<file path="config.mk">
export PLATFORM = sky130hd
export DESIGN_NAME = md5_digest_engine_flat
export DESIGN_NICKNAME = d
export VERILOG_FILES = /design/src/rtl/core/md5_pkg.sv /design/src/rtl/core/md5_if.sv /design/src/rtl/core/md5_block_buf.sv /design/src/rtl/core/md5_round_unit.sv /design/src/rtl/core/md5_digest_engine.sv /design/src/flat_wrapper.sv
export SDC_FILE = /design/constraint.sdc
export NUM_CORES = 2
export LEC_CHECK = 0
export ABC_AREA = 1
export BUFFER_PORTS_ARGS = -buffer_cell sky130_fd_sc_hd__buf_2
export CAP_MARGIN = 30
export CORE_MARGIN = 2
export CORE_UTILIZATION = 55
export DETAILED_ROUTE_END_ITERATION = 6
export GPL_TIMING_DRIVEN = 0
export HOLD_SLACK_MARGIN = 0.12
export PLACE_DENSITY = 0.8
export SLEW_MARGIN = 10
export SYNTH_ARGS = -nofsm -noshare
export SYNTH_HDL_FRONTEND = slang
export SYNTH_SLANG_ARGS = --single-unit
</file>
<file path="constraint.sdc">
create_clock -name i_clk -period 16.6 [get_ports i_clk]
set_clock_uncertainty 0.05 [all_clocks]
set_input_delay 0 -clock i_clk [delete_from_list [all_inputs] [get_ports i_clk]]
set_output_delay 0 -clock i_clk [all_outputs]
set_load 0.005 [all_outputs]
</file>
<file path="src/rtl/core/md5_pkg.sv">
// Shared types, constants and round tables of the MD5 digest engine.
package md5_pkg;

    typedef enum logic [2:0] {
        S_IDLE,
        S_PAD_SEL,
        S_LOAD,
        S_RUN,
        S_ADD,
        S_EMIT
    } t_state;

    typedef enum logic [1:0] {
        M_DATA,
        M_PAD_LEN,
        M_PAD_MARK,
        M_ZERO_LEN
    } t_blk_mode;

    typedef struct packed {
        logic load;
        logic step;
        logic add;
        logic init;
    } t_rnd_ctl;

    localparam logic [31:0] C_IV_A       = 32'h67452301;
    localparam logic [31:0] C_IV_B       = 32'hEFCDAB89;
    localparam logic [31:0] C_IV_C       = 32'h98BADCFE;
    localparam logic [31:0] C_IV_D       = 32'h10325476;
    localparam logic [7:0]  C_PAD_BYTE   = 8'h80;
    localparam logic [5:0]  C_LEN_POS    = 6'd56;
    localparam logic [5:0]  C_LAST_POS   = 6'd63;
    localparam logic [5:0]  C_LAST_ROUND = 6'd63;
    localparam logic [63:0] C_BYTE_BITS  = 64'd8;

    function automatic logic [31:0] md5_k(input logic [5:0] r);
        logic [31:0] k;
        unique case (r)
            6'd0:  k = 32'hd76aa478;  6'd1:  k = 32'he8c7b756;
            6'd2:  k = 32'h242070db;  6'd3:  k = 32'hc1bdceee;
            6'd4:  k = 32'hf57c0faf;  6'd5:  k = 32'h4787c62a;
            6'd6:  k = 32'ha8304613;  6'd7:  k = 32'hfd469501;
            6'd8:  k = 32'h698098d8;  6'd9:  k = 32'h8b44f7af;
            6'd10: k = 32'hffff5bb1;  6'd11: k = 32'h895cd7be;
            6'd12: k = 32'h6b901122;  6'd13: k = 32'hfd987193;
            6'd14: k = 32'ha679438e;  6'd15: k = 32'h49b40821;
            6'd16: k = 32'hf61e2562;  6'd17: k = 32'hc040b340;
            6'd18: k = 32'h265e5a51;  6'd19: k = 32'he9b6c7aa;
            6'd20: k = 32'hd62f105d;  6'd21: k = 32'h02441453;
            6'd22: k = 32'hd8a1e681;  6'd23: k = 32'he7d3fbc8;
            6'd24: k = 32'h21e1cde6;  6'd25: k = 32'hc33707d6;
            6'd26: k = 32'hf4d50d87;  6'd27: k = 32'h455a14ed;
            6'd28: k = 32'ha9e3e905;  6'd29: k = 32'hfcefa3f8;
            6'd30: k = 32'h676f02d9;  6'd31: k = 32'h8d2a4c8a;
            6'd32: k = 32'hfffa3942;  6'd33: k = 32'h8771f681;
            6'd34: k = 32'h6d9d6122;  6'd35: k = 32'hfde5380c;
            6'd36: k = 32'ha4beea44;  6'd37: k = 32'h4bdecfa9;
            6'd38: k = 32'hf6bb4b60;  6'd39: k = 32'hbebfbc70;
            6'd40: k = 32'h289b7ec6;  6'd41: k = 32'heaa127fa;
            6'd42: k = 32'hd4ef3085;  6'd43: k = 32'h04881d05;
            6'd44: k = 32'hd9d4d039;  6'd45: k = 32'he6db99e5;
            6'd46: k = 32'h1fa27cf8;  6'd47: k = 32'hc4ac5665;
            6'd48: k = 32'hf4292244;  6'd49: k = 32'h432aff97;
            6'd50: k = 32'hab9423a7;  6'd51: k = 32'hfc93a039;
            6'd52: k = 32'h655b59c3;  6'd53: k = 32'h8f0ccc92;
            6'd54: k = 32'hffeff47d;  6'd55: k = 32'h85845dd1;
            6'd56: k = 32'h6fa87e4f;  6'd57: k = 32'hfe2ce6e0;
            6'd58: k = 32'ha3014314;  6'd59: k = 32'h4e0811a1;
            6'd60: k = 32'hf7537e82;  6'd61: k = 32'hbd3af235;
            6'd62: k = 32'h2ad7d2bb;  6'd63: k = 32'heb86d391;
        endcase
        return k;
    endfunction

    function automatic logic [4:0] md5_rot(input logic [5:0] r);
        logic [4:0] s;
        unique case ({r[5:4], r[1:0]})
            4'd0:  s = 5'd7;   4'd1:  s = 5'd12;
            4'd2:  s = 5'd17;  4'd3:  s = 5'd22;
            4'd4:  s = 5'd5;   4'd5:  s = 5'd9;
            4'd6:  s = 5'd14;  4'd7:  s = 5'd20;
            4'd8:  s = 5'd4;   4'd9:  s = 5'd11;
            4'd10: s = 5'd16;  4'd11: s = 5'd23;
            4'd12: s = 5'd6;   4'd13: s = 5'd10;
            4'd14: s = 5'd15;  4'd15: s = 5'd21;
        endcase
        return s;
    endfunction

    function automatic logic [3:0] md5_msg_idx(input logic [5:0] r);
        logic [3:0] x;
        logic [3:0] g;
        x = r[3:0];
        unique case (r[5:4])
            2'd0: g = x;
            2'd1: g = 4'(x * 4'd5 + 4'd1);
            2'd2: g = 4'(x * 4'd3 + 4'd5);
            2'd3: g = 4'(x * 4'd7);
        endcase
        return g;
    endfunction

    function automatic logic [31:0] md5_bswap(input logic [31:0] x);
        return {x[7:0], x[15:8], x[23:16], x[31:24]};
    endfunction

endpackage

</file>
<file path="src/rtl/core/md5_if.sv">
// Handshake channels for message bytes in and digests out.
interface md5_item_if;
    logic       valid;
    logic       ready;
    logic [7:0] data_byte;
    logic       byte_present;
    logic       last_item;

    modport source (output valid, output data_byte, output byte_present,
                    output last_item, input ready);
    modport sink (input valid, input data_byte, input byte_present,
                  input last_item, output ready);
endinterface

interface md5_digest_if;
    logic        valid;
    logic        ready;
    logic [63:0] digest_first;
    logic [63:0] digest_second;

    modport source (output valid, output digest_first, output digest_second,
                    input ready);
    modport sink (input valid, input digest_first, input digest_second,
                  output ready);
endinterface

</file>
<file path="src/rtl/core/md5_block_buf.sv">
// Sixteen-word message block store with padding and length insertion on read.
module md5_block_buf (
    input  logic                     i_clk,
    input  logic                     i_wr_en,
    input  logic [5:0]               i_wr_pos,
    input  logic [7:0]               i_wr_byte,
    input  logic [3:0]               i_rd_idx,
    input  md5_pkg::t_blk_mode       i_mode,
    input  logic [5:0]               i_pad_pos,
    input  logic [63:0]              i_bit_len,
    output logic [31:0]              o_rd_word
);

    logic [31:0] r_words [16];
    logic [31:0] raw_word;
    logic [31:0] pad_word;
    logic [5:0]  byte_pos [4];

    always_ff @(posedge i_clk) begin
        if (i_wr_en) begin
            r_words[i_wr_pos[5:2]][8 * i_wr_pos[1:0] +: 8] <= i_wr_byte;
        end
    end

    assign raw_word = r_words[i_rd_idx];

    always_comb begin
        for (int j = 0; j < 4; j++) begin
            byte_pos[j] = {i_rd_idx, 2'(j)};
            if (byte_pos[j] < i_pad_pos) begin
                pad_word[8 * j +: 8] = raw_word[8 * j +: 8];
            end else if (byte_pos[j] == i_pad_pos) begin
                pad_word[8 * j +: 8] = md5_pkg::C_PAD_BYTE;
            end else begin
                pad_word[8 * j +: 8] = 8'h00;
            end
        end
    end

    always_comb begin
        unique case (i_mode)
            md5_pkg::M_DATA: begin
                o_rd_word = raw_word;
            end
            md5_pkg::M_PAD_MARK: begin
                o_rd_word = pad_word;
            end
            md5_pkg::M_PAD_LEN, md5_pkg::M_ZERO_LEN: begin
                if (i_rd_idx == 4'd14) begin
                    o_rd_word = i_bit_len[31:0];
                end else if (i_rd_idx == 4'd15) begin
                    o_rd_word = i_bit_len[63:32];
                end else if (i_mode == md5_pkg::M_PAD_LEN) begin
                    o_rd_word = pad_word;
                end else begin
                    o_rd_word = 32'h0;
                end
            end
        endcase
    end

endmodule

</file>
<file path="src/rtl/core/md5_round_unit.sv">
// Shared MD5 round datapath with working and chaining registers.
module md5_round_unit (
    input  logic                i_clk,
    input  logic                i_rst_n,
    input  md5_pkg::t_rnd_ctl   i_ctl,
    input  logic [5:0]          i_round,
    input  logic [31:0]         i_msg_word,
    output logic [127:0]        o_digest
);

    logic [31:0] r_a, r_b, r_c, r_d;
    logic [31:0] r_ca, r_cb, r_cc, r_cd;
    logic [31:0] f_val;
    logic [31:0] t_sum;
    logic [63:0] rot_wide;
    logic [31:0] n_b;

    always_comb begin
        unique case (i_round[5:4])
            2'd0: f_val = (r_b & r_c) | (~r_b & r_d);
            2'd1: f_val = (r_b & r_d) | (r_c & ~r_d);
            2'd2: f_val = r_b ^ r_c ^ r_d;
            2'd3: f_val = r_c ^ (r_b | ~r_d);
        endcase
        t_sum    = r_a + f_val + i_msg_word + md5_pkg::md5_k(i_round);
        rot_wide = {t_sum, t_sum} << md5_pkg::md5_rot(i_round);
        n_b      = r_b + rot_wide[63:32];
    end

    always_ff @(posedge i_clk) begin
        if (i_ctl.load) begin
            r_a <= r_ca;
            r_b <= r_cb;
            r_c <= r_cc;
            r_d <= r_cd;
        end else if (i_ctl.step) begin
            r_a <= r_d;
            r_b <= n_b;
            r_c <= r_b;
            r_d <= r_c;
        end
    end

    always_ff @(posedge i_clk) begin
        if (!i_rst_n || i_ctl.init) begin
            r_ca <= md5_pkg::C_IV_A;
            r_cb <= md5_pkg::C_IV_B;
            r_cc <= md5_pkg::C_IV_C;
            r_cd <= md5_pkg::C_IV_D;
        end else if (i_ctl.add) begin
            r_ca <= r_ca + r_a;
            r_cb <= r_cb + r_b;
            r_cc <= r_cc + r_c;
            r_cd <= r_cd + r_d;
        end
    end

    assign o_digest = {md5_pkg::md5_bswap(r_ca), md5_pkg::md5_bswap(r_cb),
                       md5_pkg::md5_bswap(r_cc), md5_pkg::md5_bswap(r_cd)};

endmodule

</file>
<file path="src/rtl/core/md5_digest_engine.sv">
// Top level of the MD5 digest engine: sequencer, bit counter and output register.
//
// Message bytes arrive on i_item, one word per handshake; a word may carry a
// byte (byte_present), end the message (last_item), or both, the byte first.
// A word that neither completes a 64-byte block nor ends the message is taken
// without holding i_item.ready low afterwards. A word that completes a block
// holds i_item.ready low while the single round unit runs 64 rounds, one per
// cycle, plus one load and one chaining add.
// A word with last_item set appends padding and the bit length and shows the
// digest on o_digest after one more block pass, or after two when the
// padding spills into a second block; a byte that also fills its block adds
// its own block pass before that.
// Reset clears the bit counter, loads the MD5 initial chaining words and
// empties the output register; the block store itself needs no clearing.
// The digest waits in the output register while o_digest.ready is low and
// new bytes are still taken; a further digest waits until the register is
// free. After each digest the chaining state and bit counter start over.
module md5_digest_engine (
    input  logic                 i_clk,
    input  logic                 i_rst_n,
    md5_item_if.sink             i_item,
    md5_digest_if.source         o_digest
);

    md5_pkg::t_state      r_state, n_state;
    md5_pkg::t_blk_mode   r_mode, n_mode;
    logic                 r_last, n_last;
    logic [5:0]           r_round;
    logic [63:0]          r_bit_total;
    logic                 r_out_valid;
    logic [63:0]          r_out_first;
    logic [63:0]          r_out_second;
    md5_pkg::t_rnd_ctl    rnd_ctl;
    logic                 in_accept;
    logic                 slot_free;
    logic [5:0]           byte_pos;
    logic [31:0]          msg_word;
    logic [127:0]         chain_digest;

    assign byte_pos  = r_bit_total[8:3];
    assign in_accept = i_item.valid && i_item.ready;
    assign slot_free = !r_out_valid || o_digest.ready;

    always_comb begin
        n_state = r_state;
        n_mode  = r_mode;
        n_last  = r_last;
        unique case (r_state)
            md5_pkg::S_IDLE: begin
                if (i_item.valid) begin
                    n_last = i_item.last_item;
                    if (i_item.byte_present && byte_pos == md5_pkg::C_LAST_POS) begin
                        n_mode  = md5_pkg::M_DATA;
                        n_state = md5_pkg::S_LOAD;
                    end else if (i_item.last_item) begin
                        n_state = md5_pkg::S_PAD_SEL;
                    end
                end
            end
            md5_pkg::S_PAD_SEL: begin
                n_mode  = (byte_pos < md5_pkg::C_LEN_POS) ? md5_pkg::M_PAD_LEN
                                                          : md5_pkg::M_PAD_MARK;
                n_state = md5_pkg::S_LOAD;
            end
            md5_pkg::S_LOAD: begin
                n_state = md5_pkg::S_RUN;
            end
            md5_pkg::S_RUN: begin
                if (r_round == md5_pkg::C_LAST_ROUND) begin
                    n_state = md5_pkg::S_ADD;
                end
            end
            md5_pkg::S_ADD: begin
                unique case (r_mode)
                    md5_pkg::M_DATA: begin
                        n_state = r_last ? md5_pkg::S_PAD_SEL : md5_pkg::S_IDLE;
                    end
                    md5_pkg::M_PAD_MARK: begin
                        n_mode  = md5_pkg::M_ZERO_LEN;
                        n_state = md5_pkg::S_LOAD;
                    end
                    md5_pkg::M_PAD_LEN, md5_pkg::M_ZERO_LEN: begin
                        n_state = md5_pkg::S_EMIT;
                    end
                endcase
            end
            md5_pkg::S_EMIT: begin
                if (slot_free) begin
                    n_state = md5_pkg::S_IDLE;
                end
            end
            default: begin
                n_state = md5_pkg::S_IDLE;
            end
        endcase
    end

    always_comb begin
        i_item.ready = (r_state == md5_pkg::S_IDLE);
        rnd_ctl.load = (r_state == md5_pkg::S_LOAD);
        rnd_ctl.step = (r_state == md5_pkg::S_RUN);
        rnd_ctl.add  = (r_state == md5_pkg::S_ADD);
        rnd_ctl.init = (r_state == md5_pkg::S_EMIT) && slot_free;
    end

    always_ff @(posedge i_clk) begin
        if (!i_rst_n) begin
            r_state     <= md5_pkg::S_IDLE;
            r_mode      <= md5_pkg::M_DATA;
            r_last      <= 1'b0;
            r_round     <= 6'd0;
            r_bit_total <= 64'd0;
            r_out_valid <= 1'b0;
        end else begin
            r_state <= n_state;
            r_mode  <= n_mode;
            r_last  <= n_last;
            if (rnd_ctl.load) begin
                r_round <= 6'd0;
            end else if (rnd_ctl.step) begin
                r_round <= r_round + 6'd1;
            end
            if (rnd_ctl.init) begin
                r_bit_total <= 64'd0;
            end else if (in_accept && i_item.byte_present) begin
                r_bit_total <= r_bit_total + md5_pkg::C_BYTE_BITS;
            end
            if (rnd_ctl.init) begin
                r_out_valid <= 1'b1;
            end else if (o_digest.ready) begin
                r_out_valid <= 1'b0;
            end
        end
    end

    always_ff @(posedge i_clk) begin
        if (rnd_ctl.init) begin
            r_out_first  <= chain_digest[127:64];
            r_out_second <= chain_digest[63:0];
        end
    end

    md5_block_buf u_block_buf (
        .i_clk     (i_clk),
        .i_wr_en   (in_accept && i_item.byte_present),
        .i_wr_pos  (byte_pos),
        .i_wr_byte (i_item.data_byte),
        .i_rd_idx  (md5_pkg::md5_msg_idx(r_round)),
        .i_mode    (r_mode),
        .i_pad_pos (byte_pos),
        .i_bit_len (r_bit_total),
        .o_rd_word (msg_word)
    );

    md5_round_unit u_round_unit (
        .i_clk      (i_clk),
        .i_rst_n    (i_rst_n),
        .i_ctl      (rnd_ctl),
        .i_round    (r_round),
        .i_msg_word (msg_word),
        .o_digest   (chain_digest)
    );

    assign o_digest.valid         = r_out_valid;
    assign o_digest.digest_first  = r_out_first;
    assign o_digest.digest_second = r_out_second;

endmodule

</file>
<file path="src/flat_wrapper.sv">
// flat-port wrapper written by rule: the top's interface ports become plain ports
module md5_digest_engine_flat 
  (i_clk, i_rst_n, i_item_valid, i_item_data_byte, i_item_byte_present, i_item_last_item, i_item_ready, o_digest_valid, o_digest_digest_first, o_digest_digest_second, o_digest_ready);
  md5_item_if i_item_i ();
  md5_digest_if o_digest_i ();
  input  logic i_clk;
  input  logic i_rst_n;
  input wire logic [$bits(i_item_i.valid)-1:0] i_item_valid;
  input wire logic [$bits(i_item_i.data_byte)-1:0] i_item_data_byte;
  input wire logic [$bits(i_item_i.byte_present)-1:0] i_item_byte_present;
  input wire logic [$bits(i_item_i.last_item)-1:0] i_item_last_item;
  output wire logic [$bits(i_item_i.ready)-1:0] i_item_ready;
  output wire logic [$bits(o_digest_i.valid)-1:0] o_digest_valid;
  output wire logic [$bits(o_digest_i.digest_first)-1:0] o_digest_digest_first;
  output wire logic [$bits(o_digest_i.digest_second)-1:0] o_digest_digest_second;
  input wire logic [$bits(o_digest_i.ready)-1:0] o_digest_ready;
  assign i_item_i.valid = i_item_valid;
  assign i_item_i.data_byte = i_item_data_byte;
  assign i_item_i.byte_present = i_item_byte_present;
  assign i_item_i.last_item = i_item_last_item;
  assign i_item_ready = i_item_i.ready;
  assign o_digest_valid = o_digest_i.valid;
  assign o_digest_digest_first = o_digest_i.digest_first;
  assign o_digest_digest_second = o_digest_i.digest_second;
  assign o_digest_i.ready = o_digest_ready;
  md5_digest_engine u_core (.i_clk(i_clk), .i_rst_n(i_rst_n), .i_item(i_item_i), .o_digest(o_digest_i));
endmodule
</file>
==> out/results.ini <==
[status]
status = finished, violations left
violations = design-rule violations

[synthesis]
synth.ff_latch_count = 1007
syn-cell-area_um2 = 56400
yosys_warnings = 0
syn-num-nets = 6669
syn_inst = 6332
synth_cell_types = 65
async_reset_ff_share_pct = 0
synth_flop_cell = edfxtp_1
avgSynthCellArea_um2 = 8.90
synth_edf_count = 768
ys_seq_area_share_pct = 49.4

[timing]
period_needed_ns = 13.88
relSlewSlack_pct = 18.5
maxSlewViolCount = 0
rsz0062_at_grt = false
period_share_pct = 83.6
fin_hold_ws_ns = 0.243
finalHoldViolations = 0
worst_pin_slew_ns = 1.21
setup_viol = 0
fmaxAchievable_mhz = 72.1

[setup_path]
crit_buf_inv = 7
cp.arrival_ns = 14.23
crit_top_cell = nand2_1
startpoint_type = flip-flop
critPathKind = flip-flop to flip-flop
crit_slowest_cell = clkbuf_1
slowest_delay_ns = 0.84
worstPathRequired_ns = 16.95
worst-path-max-fanout = 10
crit_family = compound AO/OA/AOI/OAI gates
endpoint_kind = flip-flop

[place]
gp_congestion = 1.07
portBuffers = 143
place.detailed.hpwl_mm = 169

[detailed_routing]
wl_met2_mm = 91.3
firstDrtPassIters = 7
vias_per_cell = 6.45
met1_length_mm = 82.6
detail_route.wl_per_cell_um = 27.2
wl_met3_mm = 33.7
totalWireLength_mm = 222
drtIter0Drc = 8951
vias = 52752
top_layer = met5
drc = 63
postRouteAntennaNets = 0

[finish]
areaGrowthSynthToFinish_pct = 13.5
post_route_cells_drive_above_1_share_pct = 8.01
final_common_cell = nand2_1
multi_input_area_um2 = 25000
regArea_um2 = 27800
final_cell_mix = nand2_1 (1181), edfxtp_1 (768), inv_1 (689), o21ai_0 (668), nor2_1 (502)
fillers = 8360
fin_nets = 7053

[floorplanning]
die_h_um = 324
core_region_area_um2 = 102000
rows = 117
die_area_um2 = 105000
dieWidth_um = 324
start_util_pct = 55.4
num_io_pins = 144

[clock_tree]
cts_max_level = 3
cts_root_buf = clkbuf_16
path_clk_slew_ns = 0.06
cts.sinks = 1007
clkLatencyLatePin_ns = 0.72
cts_buffers = 104
cts_resized = 0
ctsLongestPathBuffers = 3
tritoncts = built
post_cts.repair.setup_buffers = 0

[worst_hold_path]
min_path_type = input port to flip-flop

[grt]
grt_pass1_vias = 48351
grt_pass1_wl_mm = 316
antenna_found_initial = 9
grt_max_degree = 30
grt_overflow = 0
grt_usage_pct = 41.5

[flow_run]
drv_cap = 0

[logic make-up after synthesis]
| logic type | synth area share [%] |
|---|---|
| multiplexers | 0.124 |
| XOR/XNOR | 2.10 |
| AND/OR/NAND/NOR | 16.5 |
| flip-flops | 49.4 |
| AO/OA/AOI/OAI | 17.3 |
| buffers and inverters | 6.46 |
| adder cells (fa/ha/maj) | 8.09 |
[routing by layer]
metal  vias up  GRT usage (%)
met4        11           22.6
li1      22856              -
met1     24851           54.7
met5         -           1.30
met2      4160           59.6
met3       874           14.6
[registers in the layout (all words and copies together), names as in the netlist, named ones only]
name,cells
u_core.u_round_unit.r_cd,32
u_core.u_round_unit.r_a,32
u_core.u_round_unit.r_c,32
u_core.u_round_unit.r_d,32
u_core.u_block_buf.r_words,512
u_core.u_round_unit.r_b,32
u_core.u_round_unit.r_cc,32
u_core.o_digest.digest_first,64
u_core.r_bit_total,61
u_core.o_digest.valid,1
u_core.r_round,6
u_core.u_round_unit.r_ca,32
u_core.o_digest.digest_second,64
u_core.r_mode,2
u_core.r_state,3
u_core.u_round_unit.r_cb,32
u_core.r_last,1
[what timing repair did]
action / CTS / global route
endpoints found under the setup margin: 0 / 0
hold endpoints to repair: 554 / 0
hold buffers: 18 / 0
[through the flow]
stage               cells  worst slack, ns  util (%)  cell area, µm²   TNS, ns
finish               8179             2.72      62.9           63900         0
global route         8171             2.15      62.8           63900         0
CTS                  8145             3.21      62.6           63700         0
detailed placement   7934             3.24      58.8           59800         0
global placement     7843            -9.75      57.8           58800  -1958.03
floorplan            6332            0.534         -           56400         0
[cell usage after synthesis, drive strengths merged, types with 4 or more instances]
cell type	number	area [µm²]
o22ai	23	144
clkinv	7	26.3
a32o	4	40.0
a21o	7	52.6
fa	69	1380
a21boi	15	113
o21bai	9	67.6
a211oi	14	105
mux2i	7	70.1
o311ai	4	35.0
xor2	88	771
o21a	24	180
a32oi	10	87.6
clkbuf	206	773
nor3	115	613
a22oi	68	510
o211ai	150	1130
edfxtp	768	23100
or2	45	282
o31ai	38	285
dfxtp	239	4780
a221oi	5	43.8
a31oi	36	240
ha	254	3180
nor4	17	128
o221ai	55	482
xnor2	47	412
o2111ai	35	307
nor2	514	1990
buf	59	228
nand3b	4	30.0
o21ai	685	3430
inv	697	2620
nand4	21	131
o32ai	4	35.0
nand3	317	1630
nand2	1188	4490
a21oi	470	2350
[worst register-to-register path, delay by kind of cell, from the launching register on]
kind | cells | cell delay (ns)
AO/OA/AOI/OAI | 22 | 6.29
adder cells (fa/ha/maj) | 6 | 2.36
buffers and inverters | 7 | 2.02
AND/OR/NAND/NOR | 16 | 1.88
flip-flops | 1 | 0.53
XOR/XNOR | 2 | 0.43
[final timing paths]
check | endpoint | depth (start not counted) | slack [ns] | start
setup reg to reg | u_core.u_round_unit.r_b[29]$_DFFE_PP_ | 53 | 2.72 | u_core.r_round[0]$_SDFFE_PP0P_
setup / recovery | u_core.u_round_unit.r_b[29]$_DFFE_PP_ | 53 | 2.72 | u_core.r_round[0]$_SDFFE_PP0P_
hold reg to reg | u_core.o_digest.digest_first[36]$_DFFE_PP_ | 0 | 0.42 | u_core.u_round_unit.r_ca[28]$_SDFFE_PP0P_
hold / removal | u_core.o_digest.valid$_SDFFE_PN0P_ | 5 | 0.24 | o_digest_ready
[final cells by class]
class	count	area share (%)
Sequential cell	1007	43.5
Multi-Input combinational cell	4356	39.1
Clock buffer	128	4.40
Inverter	704	4.13
Timing Repair Buffer	278	3.20
Tap cell	1368	2.68
Buffer	265	1.57
Clock inverter	65	1.37
Antenna cell	8	0.0313
Power is not shown: default switching activity piles up to over one toggle a cycle in this logic, so the estimate is an artifact.
